## src/sv/drl_pkg.sv

```systemverilog
// ----------------------------------------------------------------------------
// drl_pkg
// Types and constants shared by the downmix linear resampler files.
// ----------------------------------------------------------------------------
package drl_pkg;

    localparam int MAX_CHANNELS      = 8;
    localparam int MAX_PACKET_FRAMES = 4096;
    localparam int RESULT_CAP        = 32;
    localparam int STEP_LOW          = 4096;
    localparam int STEP_HIGH         = 4194304;
    localparam int CH_RESET          = 2;
    localparam int STEP_RESET        = 196608;

    localparam int SAMPLE_W    = 16;
    localparam int FRAMES_W    = 13;
    localparam int CHCNT_W     = 4;
    localparam int STEP_W      = 23;
    localparam int CFG_DATA_W  = 23;
    localparam int CFG_INDEX_W = 1;
    localparam int FRAC_W      = 16;
    localparam int POS_W       = 32;
    localparam int LIMIT_W     = 30;
    localparam int OUTS_W      = 17;
    localparam int SUM_W       = 19;
    localparam int PROD_W      = 2 * (SAMPLE_W + 1);
    localparam int COUNT_W     = 6;
    localparam int DIV_NUM_W   = 30;
    localparam int DIV_DEN_W   = 24;
    localparam int DIV_CNT_W   = 5;

    typedef enum logic [CFG_INDEX_W-1:0] {
        REG_CHANNEL_COUNT = 1'b0,
        REG_RATE_STEP     = 1'b1
    } cfg_reg_t;

    typedef enum logic {
        DIV_MONO = 1'b0,
        DIV_OUTS = 1'b1
    } div_sel_t;

    typedef enum logic [3:0] {
        S_IDLE,
        S_SUM,
        S_MONO_GO,
        S_MONO_WAIT,
        S_OUTS_GO,
        S_OUTS_WAIT,
        S_LIMIT,
        S_EVAL,
        S_CALC,
        S_FLUSH
    } state_t;

    typedef struct packed {
        logic [MAX_CHANNELS-1:0][SAMPLE_W-1:0] chan;
        logic [FRAMES_W-1:0]                   packet_frames;
        logic                                  silent;
    } frame_t;

    typedef struct packed {
        logic signed [SAMPLE_W-1:0] sample_out;
        logic                       packet_end;
        logic                       run_end;
    } sample_t;

    typedef struct packed {
        logic     capture;
        logic     load_sum;
        logic     div_start;
        div_sel_t div_sel;
        logic     latch_mono;
        logic     latch_outs;
        logic     load_limit;
        logic     eval_load;
        logic     emit;
        logic     finish;
    } cmd_t;

    typedef struct packed {
        logic div_busy;
        logic div_done;
        logic more;
        logic pending_valid;
        logic out_free;
    } status_t;

endpackage

```

## src/sv/drl_in_if.sv

```systemverilog
// ----------------------------------------------------------------------------
// drl_in_if
// Frame channel: one interleaved PCM frame per item.
// ----------------------------------------------------------------------------
interface drl_in_if
    import drl_pkg::*;
();
    logic                       valid;
    logic                       ready;
    logic signed [SAMPLE_W-1:0] chan0;
    logic signed [SAMPLE_W-1:0] chan1;
    logic signed [SAMPLE_W-1:0] chan2;
    logic signed [SAMPLE_W-1:0] chan3;
    logic signed [SAMPLE_W-1:0] chan4;
    logic signed [SAMPLE_W-1:0] chan5;
    logic signed [SAMPLE_W-1:0] chan6;
    logic signed [SAMPLE_W-1:0] chan7;
    logic [FRAMES_W-1:0]        packet_frames;
    logic                       silent;

    modport source (
        output valid, chan0, chan1, chan2, chan3, chan4, chan5, chan6, chan7,
        output packet_frames, silent,
        input  ready
    );

    modport sink (
        input  valid, chan0, chan1, chan2, chan3, chan4, chan5, chan6, chan7,
        input  packet_frames, silent,
        output ready
    );
endinterface

```

## src/sv/drl_out_if.sv

```systemverilog
// ----------------------------------------------------------------------------
// drl_out_if
// Sample channel: one resampled mono sample per item.
// ----------------------------------------------------------------------------
interface drl_out_if
    import drl_pkg::*;
();
    logic                       valid;
    logic                       ready;
    logic signed [SAMPLE_W-1:0] sample_out;
    logic                       packet_end;
    logic                       run_end;

    modport source (
        output valid, sample_out, packet_end, run_end,
        input  ready
    );

    modport sink (
        input  valid, sample_out, packet_end, run_end,
        output ready
    );
endinterface

```

## src/sv/drl_div.sv

```systemverilog
// ----------------------------------------------------------------------------
// drl_div
// Radix-2 restoring divider, one quotient bit per cycle.
// ----------------------------------------------------------------------------
module drl_div
    import drl_pkg::*;
(
    input  logic                 clk,
    input  logic                 rst_n,
    input  logic                 start,
    input  logic [DIV_NUM_W-1:0] num,
    input  logic [DIV_DEN_W-1:0] den,
    output logic                 busy,
    output logic                 done,
    output logic [DIV_NUM_W-1:0] quo
);

    logic [DIV_DEN_W-1:0] acc_reg, acc_next;
    logic [DIV_NUM_W-1:0] quo_reg, quo_next;
    logic [DIV_DEN_W-1:0] den_reg, den_next;
    logic [DIV_CNT_W-1:0] cnt_reg, cnt_next;
    logic                 busy_reg, busy_next;
    logic                 done_reg, done_next;

    logic [DIV_DEN_W:0]   trial;
    logic [DIV_DEN_W:0]   diff;
    logic                 fits;

    assign trial = {acc_reg, quo_reg[DIV_NUM_W-1]};
    assign fits  = trial >= {1'b0, den_reg};
    assign diff  = trial - {1'b0, den_reg};

    always_comb
    begin
        acc_next  = acc_reg;
        quo_next  = quo_reg;
        den_next  = den_reg;
        cnt_next  = cnt_reg;
        busy_next = busy_reg;
        done_next = 1'b0;
        if (start)
        begin
            acc_next  = '0;
            quo_next  = num;
            den_next  = den;
            cnt_next  = DIV_CNT_W'(DIV_NUM_W);
            busy_next = 1'b1;
        end
        else if (busy_reg)
        begin
            acc_next = fits ? diff[DIV_DEN_W-1:0] : trial[DIV_DEN_W-1:0];
            quo_next = {quo_reg[DIV_NUM_W-2:0], fits};
            cnt_next = cnt_reg - DIV_CNT_W'(1);
            if (cnt_reg == DIV_CNT_W'(1))
            begin
                busy_next = 1'b0;
                done_next = 1'b1;
            end
        end
    end

    always_ff @(posedge clk or negedge rst_n)
    begin
        if (!rst_n)
        begin
            cnt_reg  <= '0;
            busy_reg <= 1'b0;
            done_reg <= 1'b0;
        end
        else
        begin
            cnt_reg  <= cnt_next;
            busy_reg <= busy_next;
            done_reg <= done_next;
        end
    end

    always_ff @(posedge clk)
    begin
        acc_reg <= acc_next;
        quo_reg <= quo_next;
        den_reg <= den_next;
    end

    assign busy = busy_reg;
    assign done = done_reg;
    assign quo  = quo_reg;

endmodule

```

## src/sv/drl_datapath.sv

```systemverilog
// ----------------------------------------------------------------------------
// drl_datapath
// Configuration, downmix, output count, interpolation and result registers.
// ----------------------------------------------------------------------------
module drl_datapath
    import drl_pkg::*;
(
    input  logic                   clk,
    input  logic                   rst_n,
    input  logic                   cfg_we,
    input  logic [CFG_INDEX_W-1:0] cfg_index,
    input  logic [CFG_DATA_W-1:0]  cfg_data,
    input  frame_t                 frame_in,
    input  cmd_t                   cmd,
    output status_t                st,
    input  logic                   out_ready,
    output logic                   out_valid,
    output sample_t                out_item
);

    localparam int IDX_W = POS_W - FRAC_W;

    // configuration
    logic [CHCNT_W-1:0] chcnt_reg, chcnt_next;
    logic [STEP_W-1:0]  step_reg, step_next;

    // captured item
    logic [MAX_CHANNELS-1:0][SAMPLE_W-1:0] chan_reg, chan_next;
    logic                       silent_reg, silent_next;
    logic [FRAMES_W-1:0]        frames_reg, frames_next;
    logic [CHCNT_W-1:0]         ch_reg, ch_next;
    logic [STEP_W-1:0]          step_eff_reg, step_eff_next;
    logic                       last_reg, last_next;

    // per item work
    logic signed [SUM_W-1:0]    sum_reg, sum_next;
    logic signed [SAMPLE_W-1:0] mono_reg, mono_next;
    logic [OUTS_W-1:0]          outs_reg, outs_next;
    logic [LIMIT_W-1:0]         limit_reg, limit_next;
    logic signed [PROD_W-1:0]   prod_reg, prod_next;
    logic signed [SAMPLE_W-1:0] base_reg, base_next;
    logic signed [SAMPLE_W-1:0] pending_reg, pending_next;

    // packet state
    logic [POS_W-1:0]           pos_reg, pos_next;
    logic [FRAMES_W-1:0]        fidx_reg, fidx_next;
    logic signed [SAMPLE_W-1:0] prev_reg, prev_next;
    logic [COUNT_W-1:0]         count_reg, count_next;
    logic                       pending_valid_reg, pending_valid_next;

    // result register
    logic                       out_valid_reg, out_valid_next;
    sample_t                    out_item_reg, out_item_next;

    logic [CHCNT_W-1:0]         ch_eff;
    logic [STEP_W-1:0]          step_eff;
    logic [FRAMES_W-1:0]        frames_eff;
    logic [FRAMES_W:0]          fidx_inc;
    logic signed [SUM_W-1:0]    sum_c;
    logic [SUM_W-1:0]           sum_mag;
    logic [DIV_NUM_W-1:0]       outs_num;
    logic [DIV_NUM_W-1:0]       div_num;
    logic [DIV_DEN_W-1:0]       div_den;
    logic                       div_busy;
    logic                       div_done;
    logic [DIV_NUM_W-1:0]       div_quo;
    logic [SAMPLE_W:0]          quo_neg;
    logic [OUTS_W+STEP_W-1:0]   lim_c;
    logic [IDX_W-1:0]           idx;
    logic                       idx_lt;
    logic                       more;
    logic signed [SAMPLE_W:0]   diff_s;
    logic signed [SAMPLE_W:0]   frac_s;
    logic signed [PROD_W-1:0]   prod_c;
    logic signed [PROD_W-1:0]   interp_c;
    logic                       out_free;
    logic                       load_out;

    // ---- configuration writes ----
    always_comb
    begin
        chcnt_next = chcnt_reg;
        step_next  = step_reg;
        if (cfg_we)
        begin
            unique case (cfg_reg_t'(cfg_index))
                REG_CHANNEL_COUNT: chcnt_next = cfg_data[CHCNT_W-1:0];
                REG_RATE_STEP:     step_next  = cfg_data[STEP_W-1:0];
            endcase
        end
    end

    // ---- clamps ----
    always_comb
    begin
        priority if (chcnt_reg == '0)
            ch_eff = CHCNT_W'(1);
        else if (chcnt_reg > CHCNT_W'(MAX_CHANNELS))
            ch_eff = CHCNT_W'(MAX_CHANNELS);
        else
            ch_eff = chcnt_reg;

        priority if (step_reg < STEP_W'(STEP_LOW))
            step_eff = STEP_W'(STEP_LOW);
        else if (step_reg > STEP_W'(STEP_HIGH))
            step_eff = STEP_W'(STEP_HIGH);
        else
            step_eff = step_reg;

        priority if (frame_in.packet_frames == '0)
            frames_eff = FRAMES_W'(1);
        else if (frame_in.packet_frames > FRAMES_W'(MAX_PACKET_FRAMES))
            frames_eff = FRAMES_W'(MAX_PACKET_FRAMES);
        else
            frames_eff = frame_in.packet_frames;
    end

    assign fidx_inc = {1'b0, fidx_reg} + (FRAMES_W+1)'(1);

    // ---- channel sum ----
    always_comb
    begin
        sum_c = '0;
        for (int k = 0; k < MAX_CHANNELS; k++)
        begin
            if (CHCNT_W'(k) < ch_reg)
                sum_c = sum_c + SUM_W'(signed'(chan_reg[k]));
        end
    end

    assign sum_mag  = sum_reg[SUM_W-1] ? SUM_W'(-sum_reg) : SUM_W'(sum_reg);
    assign outs_num = {frames_reg, {(FRAC_W+1){1'b0}}} + DIV_NUM_W'(step_eff_reg);

    assign div_num = (cmd.div_sel == DIV_OUTS) ? outs_num : DIV_NUM_W'(sum_mag);
    assign div_den = (cmd.div_sel == DIV_OUTS) ? {step_eff_reg, 1'b0}
                                               : DIV_DEN_W'(ch_reg);

    drl_div u_div (
        .clk   (clk),
        .rst_n (rst_n),
        .start (cmd.div_start),
        .num   (div_num),
        .den   (div_den),
        .busy  (div_busy),
        .done  (div_done),
        .quo   (div_quo)
    );

    assign quo_neg = (SAMPLE_W+1)'(0) - div_quo[SAMPLE_W:0];
    assign lim_c   = outs_reg * step_eff_reg;

    // ---- output position test ----
    assign idx    = pos_reg[POS_W-1:FRAC_W];
    assign idx_lt = idx < IDX_W'(fidx_reg);
    assign more   = (pos_reg < POS_W'(limit_reg))
                 && (count_reg < COUNT_W'(RESULT_CAP))
                 && (idx_lt || last_reg);

    assign diff_s   = {mono_reg[SAMPLE_W-1], mono_reg} - {prev_reg[SAMPLE_W-1], prev_reg};
    assign frac_s   = {1'b0, pos_reg[FRAC_W-1:0]};
    assign prod_c   = frac_s * diff_s;
    // floor of the scaled difference: arithmetic shift rounds toward minus infinity
    assign interp_c = PROD_W'(base_reg) + (prod_reg >>> FRAC_W);

    assign out_free = !out_valid_reg || out_ready;

    // ---- result register ----
    always_comb
    begin
        load_out      = 1'b0;
        out_item_next = out_item_reg;
        if (cmd.emit && pending_valid_reg)
        begin
            load_out                 = 1'b1;
            out_item_next.sample_out = pending_reg;
            out_item_next.packet_end = 1'b0;
            out_item_next.run_end    = 1'b0;
        end
        else if (cmd.finish && pending_valid_reg)
        begin
            load_out                 = 1'b1;
            out_item_next.sample_out = pending_reg;
            out_item_next.packet_end = last_reg;
            out_item_next.run_end    = 1'b1;
        end

        if (load_out)
            out_valid_next = 1'b1;
        else if (out_ready)
            out_valid_next = 1'b0;
        else
            out_valid_next = out_valid_reg;
    end

    // ---- work registers ----
    always_comb
    begin
        chan_next          = chan_reg;
        silent_next        = silent_reg;
        frames_next        = frames_reg;
        ch_next            = ch_reg;
        step_eff_next      = step_eff_reg;
        last_next          = last_reg;
        sum_next           = sum_reg;
        mono_next          = mono_reg;
        outs_next          = outs_reg;
        limit_next         = limit_reg;
        prod_next          = prod_reg;
        base_next          = base_reg;
        pending_next       = pending_reg;
        pos_next           = pos_reg;
        fidx_next          = fidx_reg;
        prev_next          = prev_reg;
        count_next         = count_reg;
        pending_valid_next = pending_valid_reg;

        if (cmd.capture)
        begin
            chan_next     = frame_in.chan;
            silent_next   = frame_in.silent;
            frames_next   = frames_eff;
            ch_next       = ch_eff;
            step_eff_next = step_eff;
            last_next     = fidx_inc >= {1'b0, frames_eff};
        end

        if (cmd.load_sum)
            sum_next = sum_c;

        if (cmd.latch_mono)
        begin
            if (silent_reg)
                mono_next = '0;
            else if (sum_reg[SUM_W-1])
                mono_next = quo_neg[SAMPLE_W-1:0];
            else
                mono_next = div_quo[SAMPLE_W-1:0];
        end

        if (cmd.latch_outs)
            outs_next = (div_quo == '0) ? OUTS_W'(1) : div_quo[OUTS_W-1:0];

        if (cmd.load_limit)
            limit_next = lim_c[LIMIT_W-1:0];

        if (cmd.eval_load)
        begin
            prod_next = idx_lt ? prod_c : '0;
            base_next = idx_lt ? prev_reg : mono_reg;
        end

        if (cmd.emit)
        begin
            pending_next       = interp_c[SAMPLE_W-1:0];
            pending_valid_next = 1'b1;
            pos_next           = pos_reg + POS_W'(step_eff_reg);
            count_next         = count_reg + COUNT_W'(1);
        end

        if (cmd.finish)
        begin
            prev_next          = mono_reg;
            pending_valid_next = 1'b0;
            count_next         = '0;
            if (last_reg)
            begin
                pos_next  = '0;
                fidx_next = '0;
            end
            else
                fidx_next = fidx_inc[FRAMES_W-1:0];
        end
    end

    always_ff @(posedge clk or negedge rst_n)
    begin
        if (!rst_n)
        begin
            chcnt_reg         <= CHCNT_W'(CH_RESET);
            step_reg          <= STEP_W'(STEP_RESET);
            pos_reg           <= '0;
            fidx_reg          <= '0;
            prev_reg          <= '0;
            count_reg         <= '0;
            pending_valid_reg <= 1'b0;
            out_valid_reg     <= 1'b0;
        end
        else
        begin
            chcnt_reg         <= chcnt_next;
            step_reg          <= step_next;
            pos_reg           <= pos_next;
            fidx_reg          <= fidx_next;
            prev_reg          <= prev_next;
            count_reg         <= count_next;
            pending_valid_reg <= pending_valid_next;
            out_valid_reg     <= out_valid_next;
        end
    end

    always_ff @(posedge clk)
    begin
        chan_reg     <= chan_next;
        silent_reg   <= silent_next;
        frames_reg   <= frames_next;
        ch_reg       <= ch_next;
        step_eff_reg <= step_eff_next;
        last_reg     <= last_next;
        sum_reg      <= sum_next;
        mono_reg     <= mono_next;
        outs_reg     <= outs_next;
        limit_reg    <= limit_next;
        prod_reg     <= prod_next;
        base_reg     <= base_next;
        pending_reg  <= pending_next;
        out_item_reg <= out_item_next;
    end

    assign st.div_busy      = div_busy;
    assign st.div_done      = div_done;
    assign st.more          = more;
    assign st.pending_valid = pending_valid_reg;
    assign st.out_free      = out_free;

    assign out_valid = out_valid_reg;
    assign out_item  = out_item_reg;

    // a held sample is only pushed into a free result register
    a_push_free: assert property (@(posedge clk) disable iff (!rst_n)
        (cmd.emit && pending_valid_reg) |-> out_free)
        else $error("result register overwritten while full");

    a_emit_holds: assert property (@(posedge clk) disable iff (!rst_n)
        cmd.emit |=> pending_valid_reg)
        else $error("emitted sample not held");

    a_outs_nonzero: assert property (@(posedge clk) disable iff (!rst_n)
        cmd.latch_outs |=> (outs_reg != '0))
        else $error("packet output count is zero");

endmodule

```

## src/sv/drl_ctrl.sv

```systemverilog
// ----------------------------------------------------------------------------
// drl_ctrl
// Sequencer: downmix, two divisions, output limit, then one result per pass.
// ----------------------------------------------------------------------------
module drl_ctrl
    import drl_pkg::*;
(
    input  logic    clk,
    input  logic    rst_n,
    input  logic    in_valid,
    output logic    in_ready,
    input  status_t st,
    output cmd_t    cmd
);

    state_t state_reg, state_next;

    always_comb
    begin
        state_next = state_reg;
        unique case (state_reg)
            S_IDLE:      if (in_valid) state_next = S_SUM;
            S_SUM:       state_next = S_MONO_GO;
            S_MONO_GO:   state_next = S_MONO_WAIT;
            S_MONO_WAIT: if (st.div_done) state_next = S_OUTS_GO;
            S_OUTS_GO:   state_next = S_OUTS_WAIT;
            S_OUTS_WAIT: if (st.div_done) state_next = S_LIMIT;
            S_LIMIT:     state_next = S_EVAL;
            S_EVAL:      state_next = st.more ? S_CALC : S_FLUSH;
            S_CALC:      if (!st.pending_valid || st.out_free) state_next = S_EVAL;
            S_FLUSH:     if (!st.pending_valid || st.out_free) state_next = S_IDLE;
            default:     state_next = S_IDLE;
        endcase
    end

    always_comb
    begin
        cmd      = '0;
        in_ready = 1'b0;
        unique case (state_reg)
            S_IDLE:
            begin
                in_ready    = 1'b1;
                cmd.capture = in_valid;
            end
            S_SUM:       cmd.load_sum = 1'b1;
            S_MONO_GO:
            begin
                cmd.div_start = 1'b1;
                cmd.div_sel   = DIV_MONO;
            end
            S_MONO_WAIT: cmd.latch_mono = st.div_done;
            S_OUTS_GO:
            begin
                cmd.div_start = 1'b1;
                cmd.div_sel   = DIV_OUTS;
            end
            S_OUTS_WAIT: cmd.latch_outs = st.div_done;
            S_LIMIT:     cmd.load_limit = 1'b1;
            S_EVAL:      cmd.eval_load  = st.more;
            // hold while the previous sample cannot leave
            S_CALC:      cmd.emit   = !st.pending_valid || st.out_free;
            S_FLUSH:     cmd.finish = !st.pending_valid || st.out_free;
            default:     cmd = '0;
        endcase
    end

    always_ff @(posedge clk or negedge rst_n)
    begin
        if (!rst_n)
            state_reg <= S_IDLE;
        else
            state_reg <= state_next;
    end

    a_done_waited: assert property (@(posedge clk) disable iff (!rst_n)
        st.div_done |-> (state_reg == S_MONO_WAIT || state_reg == S_OUTS_WAIT))
        else $error("divider finished outside a wait state");

    a_start_idle_div: assert property (@(posedge clk) disable iff (!rst_n)
        cmd.div_start |-> !st.div_busy)
        else $error("divider restarted while busy");

    a_calc_after_eval: assert property (@(posedge clk) disable iff (!rst_n)
        (state_reg == S_CALC)
            |-> ($past(state_reg) == S_EVAL || $past(state_reg) == S_CALC))
        else $error("interpolation without position test");

endmodule

```

## src/sv/downmix_linear_resampler.sv

```systemverilog
// ----------------------------------------------------------------------------
// downmix_linear_resampler
// Averages each PCM frame to mono and resamples it by linear interpolation.
// ----------------------------------------------------------------------------
// Usage:
//   src carries one frame per item (chan0..chan7, packet_frames, silent);
//   an item is taken when src.valid and src.ready are both high.
//   dst carries the resampled mono samples; each item gives zero or more
//   results, run_end marks the last of them and packet_end the packet's last.
//   cfg_we/cfg_index/cfg_data write channel_count (0) and rate_step (1);
//   write them only while the block is idle.
// Sequence:
//   One item at a time. Each item makes two passes through the shared
//   30-step restoring divider (mono average, then the packet's output
//   count), then a position test and an interpolation multiply per result.
// Reset:
//   Clears the packet position, frame index and previous mono sample and
//   loads channel_count = 2, rate_step = 3.0 (Q7.16).
// Stall:
//   A finished sample waits in the output register; a held dst.ready halts
//   the sequencer before the next sample would overwrite it.
// ----------------------------------------------------------------------------
module downmix_linear_resampler
    import drl_pkg::*;
(
    input  logic                   clk,
    input  logic                   rst_n,
    drl_in_if.sink                 src,
    drl_out_if.source              dst,
    input  logic                   cfg_we,
    input  logic [CFG_INDEX_W-1:0] cfg_index,
    input  logic [CFG_DATA_W-1:0]  cfg_data
);

    frame_t  frame_in;
    cmd_t    cmd;
    status_t st;
    logic    in_ready;
    logic    out_valid;
    sample_t out_item;

    assign frame_in.chan[0]       = src.chan0;
    assign frame_in.chan[1]       = src.chan1;
    assign frame_in.chan[2]       = src.chan2;
    assign frame_in.chan[3]       = src.chan3;
    assign frame_in.chan[4]       = src.chan4;
    assign frame_in.chan[5]       = src.chan5;
    assign frame_in.chan[6]       = src.chan6;
    assign frame_in.chan[7]       = src.chan7;
    assign frame_in.packet_frames = src.packet_frames;
    assign frame_in.silent        = src.silent;

    drl_ctrl u_ctrl (
        .clk      (clk),
        .rst_n    (rst_n),
        .in_valid (src.valid),
        .in_ready (in_ready),
        .st       (st),
        .cmd      (cmd)
    );

    drl_datapath u_datapath (
        .clk       (clk),
        .rst_n     (rst_n),
        .cfg_we    (cfg_we),
        .cfg_index (cfg_index),
        .cfg_data  (cfg_data),
        .frame_in  (frame_in),
        .cmd       (cmd),
        .st        (st),
        .out_ready (dst.ready),
        .out_valid (out_valid),
        .out_item  (out_item)
    );

    assign src.ready      = in_ready;
    assign dst.valid      = out_valid;
    assign dst.sample_out = out_item.sample_out;
    assign dst.packet_end = out_item.packet_end;
    assign dst.run_end    = out_item.run_end;

endmodule

```

## src/flat_wrapper.sv

```systemverilog
// flat-port wrapper written by rule: the top's interface ports become plain ports
module downmix_linear_resampler_flat import drl_pkg::*;
  (clk, rst_n, cfg_we, cfg_index, cfg_data, src_valid, src_chan0, src_chan1, src_chan2, src_chan3, src_chan4, src_chan5, src_chan6, src_chan7, src_packet_frames, src_silent, src_ready, dst_valid, dst_sample_out, dst_packet_end, dst_run_end, dst_ready);
  drl_in_if src_i ();
  drl_out_if dst_i ();
  input  logic clk;
  input  logic rst_n;
  input  logic cfg_we;
  input  logic [CFG_INDEX_W-1:0] cfg_index;
  input  logic [CFG_DATA_W-1:0] cfg_data;
  input wire logic [$bits(src_i.valid)-1:0] src_valid;
  input wire logic [$bits(src_i.chan0)-1:0] src_chan0;
  input wire logic [$bits(src_i.chan1)-1:0] src_chan1;
  input wire logic [$bits(src_i.chan2)-1:0] src_chan2;
  input wire logic [$bits(src_i.chan3)-1:0] src_chan3;
  input wire logic [$bits(src_i.chan4)-1:0] src_chan4;
  input wire logic [$bits(src_i.chan5)-1:0] src_chan5;
  input wire logic [$bits(src_i.chan6)-1:0] src_chan6;
  input wire logic [$bits(src_i.chan7)-1:0] src_chan7;
  input wire logic [$bits(src_i.packet_frames)-1:0] src_packet_frames;
  input wire logic [$bits(src_i.silent)-1:0] src_silent;
  output wire logic [$bits(src_i.ready)-1:0] src_ready;
  output wire logic [$bits(dst_i.valid)-1:0] dst_valid;
  output wire logic [$bits(dst_i.sample_out)-1:0] dst_sample_out;
  output wire logic [$bits(dst_i.packet_end)-1:0] dst_packet_end;
  output wire logic [$bits(dst_i.run_end)-1:0] dst_run_end;
  input wire logic [$bits(dst_i.ready)-1:0] dst_ready;
  assign src_i.valid = src_valid;
  assign src_i.chan0 = src_chan0;
  assign src_i.chan1 = src_chan1;
  assign src_i.chan2 = src_chan2;
  assign src_i.chan3 = src_chan3;
  assign src_i.chan4 = src_chan4;
  assign src_i.chan5 = src_chan5;
  assign src_i.chan6 = src_chan6;
  assign src_i.chan7 = src_chan7;
  assign src_i.packet_frames = src_packet_frames;
  assign src_i.silent = src_silent;
  assign src_ready = src_i.ready;
  assign dst_valid = dst_i.valid;
  assign dst_sample_out = dst_i.sample_out;
  assign dst_packet_end = dst_i.packet_end;
  assign dst_run_end = dst_i.run_end;
  assign dst_i.ready = dst_ready;
  downmix_linear_resampler u_core (.clk(clk), .rst_n(rst_n), .src(src_i), .dst(dst_i), .cfg_we(cfg_we), .cfg_index(cfg_index), .cfg_data(cfg_data));
endmodule
```

## config.mk

```make
export PLATFORM = sky130hd
export DESIGN_NAME = downmix_linear_resampler_flat
export DESIGN_NICKNAME = d
export VERILOG_FILES = /design/src/sv/drl_pkg.sv /design/src/sv/drl_in_if.sv /design/src/sv/drl_out_if.sv /design/src/sv/drl_div.sv /design/src/sv/drl_datapath.sv /design/src/sv/drl_ctrl.sv /design/src/sv/downmix_linear_resampler.sv /design/src/flat_wrapper.sv
export SDC_FILE = /design/constraint.sdc
export NUM_CORES = 2
export LEC_CHECK = 0
export BUFFER_PORTS_ARGS = -buffer_cell sky130_fd_sc_hd__buf_2
export CORE_MARGIN = 4
export CORE_UTILIZATION = 58
export DETAILED_ROUTE_END_ITERATION = 10
export PLACE_DENSITY = 0.78
export SLEW_MARGIN = 30
export SYNTH_ARGS = -nofsm -noshare
export SYNTH_HDL_FRONTEND = slang
export SYNTH_HIERARCHICAL = 1
export SYNTH_SLANG_ARGS = --single-unit
export TNS_END_PERCENT = 1
```

## constraint.sdc

```tcl
create_clock -name clk -period 11 [get_ports clk]
set_clock_uncertainty 0.15 [all_clocks]
set_input_delay 3.3 -clock clk [delete_from_list [all_inputs] [get_ports clk]]
set_output_delay 3.3 -clock clk [all_outputs]
set_load 0.01 [all_outputs]
```

==> results by group <==
Setup path
  – Kind of critical path: reg -> reg
  – Worst path slowest cell: o41a_1
  – Crit path launch type: register
  – WP data required: 11.24 ns
  – CP Data Arrival Time: 11.43 ns
  – Max incr delay on CP: 0.46 ns
  – Crit end category: register
  – Worst-path fanout max: 5

Global route
  – Pin count of the biggest net entering global routing: 69
  – Initial antenna violation count: 5
  – First-pass GRT wire length: 227000 um
  – All-Layer GR Usage: 30.3%
  – Overflow after GRT: 0
  – Vias in the first global route: 42000

Detailed routing
  – Drt pass-1 iters: 6
  – Metal3 WL: 12800 um
  – WL met1: 59700 um
  – Post-Route WL: 143000 um
  – Max layer used: met5
  – # DRC: 0
  – Post-DRT Antenna Nets: 0
  – Drt via density: 5.90
  – DR WL/cell: 20.1 um
  – Metal2 WL: 65700 um
  – Initial drt markers: 3899
  – DR vias: 41800

Synthesis
  – Cells after synthesis: 5446
  – Synth Area per Inst: 9.49 um2
  – Yosys warning total: 6
  – Syn nets: 6567
  – Cell area after synthesis: 0.0517 mm2

Floorplanning
  – # IOs: 191
  – Die area: 0.0940 mm2
  – Rows: 109
  – Die height: 307 um
  – Die X: 307 um
  – Core area: 0.0884 mm2
  – Starting Density: 58.5%

Timing
  – Fin. Hold Viols: 0
  – WHS: 0.353 ns
  – Slew Limit Headroom: 30.6%
  – Minimum clock period: 11.19 ns
  – Worst slew pin tran: 1.04 ns
  – Fin crit share: 102%
  – Setup WS post-layout: -0.187 ns
  – Unrepaired setup endpoints after global routing: true
  – Setup total negative slack: -0.187 ns
  – Final setup fails: 1
  – Slew Limit Fails: 0
  – FMAX: 89.4 MHz

Clocking
  – Root buf cell: clkbuf_16
  – Clock latency on the worst-skew pair: 0.68 ns
  – Clock buffer depth: 3
  – TritonCTS Buffers: 55
  – Clock transition at the registers of the reported paths: 0.07 ns
  – H-tree levels: 2
  – CTS tree: built
  – Post-CTS Hold Fix Bufs: 0
  – Clock sinks: 503

Finish
  – Area of the multi-input gates: 0.0344 mm2
  – Layout fillers: 6833
  – Fraction of layout cells with a size suffix above 1: 16.1%
  – Register area: 0.0143 mm2
  – Nets: 6990
  – Largest register FFs: 128
  – Layout area overhead: 14.0%
  – Antenna diode count: 0

Place
  – Routability Congestion: 0.969
  – Pre-CTS setup slack: -0.469 ns
  – Hpwl dp: 109000 um
  – I/O Buffers: 190

Flow run
  – Max-Cap Viols: 0

Status
  – Failing checks: setup timing
  – Outcome: finished with violations

Min path
  – Hold Path Class: reg -> reg
through the flow:
step           util, %  instances  cell area, um2
3_5_place_dp      63.6       6937           56200
2_1_floorplan        -       5446           51900
5_1_grt           66.7       7081           58900
3_3_place_gp      63.6       6936           56200
6_report          66.7       7081           58900
4_1_cts           66.1       7061           58500
worst max-delay path: cells and delay by family, from the launching register on:
| family | cells | cell delay [ns] |
|---|---|---|
| XOR/XNOR | 11 | 2.00 |
| adder cells (fa/ha/maj) | 7 | 1.87 |
| AO/OA/AOI/OAI | 19 | 4.02 |
| buffers and inverters | 8 | 1.08 |
| flip-flops | 1 | 0.43 |
| AND/OR/NAND/NOR | 12 | 1.37 |
area by class of cell:
type                       instances  area share, %
tap                             1165           2.47
timing repair buffer             609           7.05
sequential                       503           24.3
clock buffer                      78           2.64
clock inverter                    26          0.512
inverter                         728           4.64
multi-input combinational       3972           58.4
per-layer routing:
metal | track usage, % | up-vias
met5 | 0 | -
met2 | 49.2 | 1818
li1 | - | 19100
met3 | 4.96 | 291
met4 | 8.67 | 2
met1 | 42.6 | 20600
cell usage in the layout (no fill, tap or decap), types with 24 or more instances in the layout:
| master | instances |
|---|---|
| nor2b_1 | 82 |
| dfxtp_1 | 26 |
| nand2b_1 | 49 |
| or2_2 | 28 |
| buf_4 | 410 |
| o21bai_1 | 27 |
| o21ai_1 | 31 |
| mux2i_1 | 31 |
| xor2_1 | 96 |
| nand2_1 | 648 |
| fa_1 | 490 |
| nand3_1 | 130 |
| mux2_2 | 79 |
| o21ai_0 | 184 |
| o21a_1 | 46 |
| nor3_1 | 72 |
| and2_1 | 267 |
| edfxtp_1 | 370 |
| a21o_1 | 105 |
| a31oi_1 | 25 |
| xnor2_1 | 185 |
| ha_1 | 445 |
| nor2_1 | 271 |
| a21oi_1 | 181 |
| inv_1 | 722 |
| o211ai_1 | 27 |
| a311oi_1 | 32 |
| and3_1 | 24 |
| dfrtp_1 | 104 |
| clkbuf_16 | 56 |
| buf_2 | 189 |
path summary, 6_finish.rpt:
path | startpoint | end | slack, ns | cells past startpoint
hold / removal | u_core/u_datapath/u_div/acc_reg[11]$_SDFFE_PP0P_ | u_core/u_datapath/u_div/acc_reg[11]$_SDFFE_PP0P_ | 0.35 | 2
setup / recovery | u_core/u_datapath/ch_reg[3]$_SDFFCE_PP0P_ | u_core/u_datapath/sum_reg[18]$_DFFE_PP_ | -0.19 | 57
max in group asynchronous | rst_n | u_core/u_datapath/prev_reg[0]$_DFFE_PN0P_ | 7.04 | 2
hold reg to reg | u_core/u_datapath/u_div/acc_reg[11]$_SDFFE_PP0P_ | u_core/u_datapath/u_div/acc_reg[11]$_SDFFE_PP0P_ | 0.35 | 2
min in group asynchronous | rst_n | u_core/u_datapath/step_reg[15]$_DFFE_PN0P_ | 2.56 | 1
setup reg to reg | u_core/u_datapath/ch_reg[3]$_SDFFCE_PP0P_ | u_core/u_datapath/sum_reg[18]$_DFFE_PP_ | -0.19 | 57
timing repair:
| action | in CTS | in global routing |
|---|---|---|
| setup endpoints to repair | 2 | 6 |
| resized for setup | 48 | 61 |
| setup buffers | 20 | 16 |
| pin swaps | 58 | 68 |
Power is not shown: default switching activity piles up to over one toggle a cycle in this logic, so the estimate is an artifact.
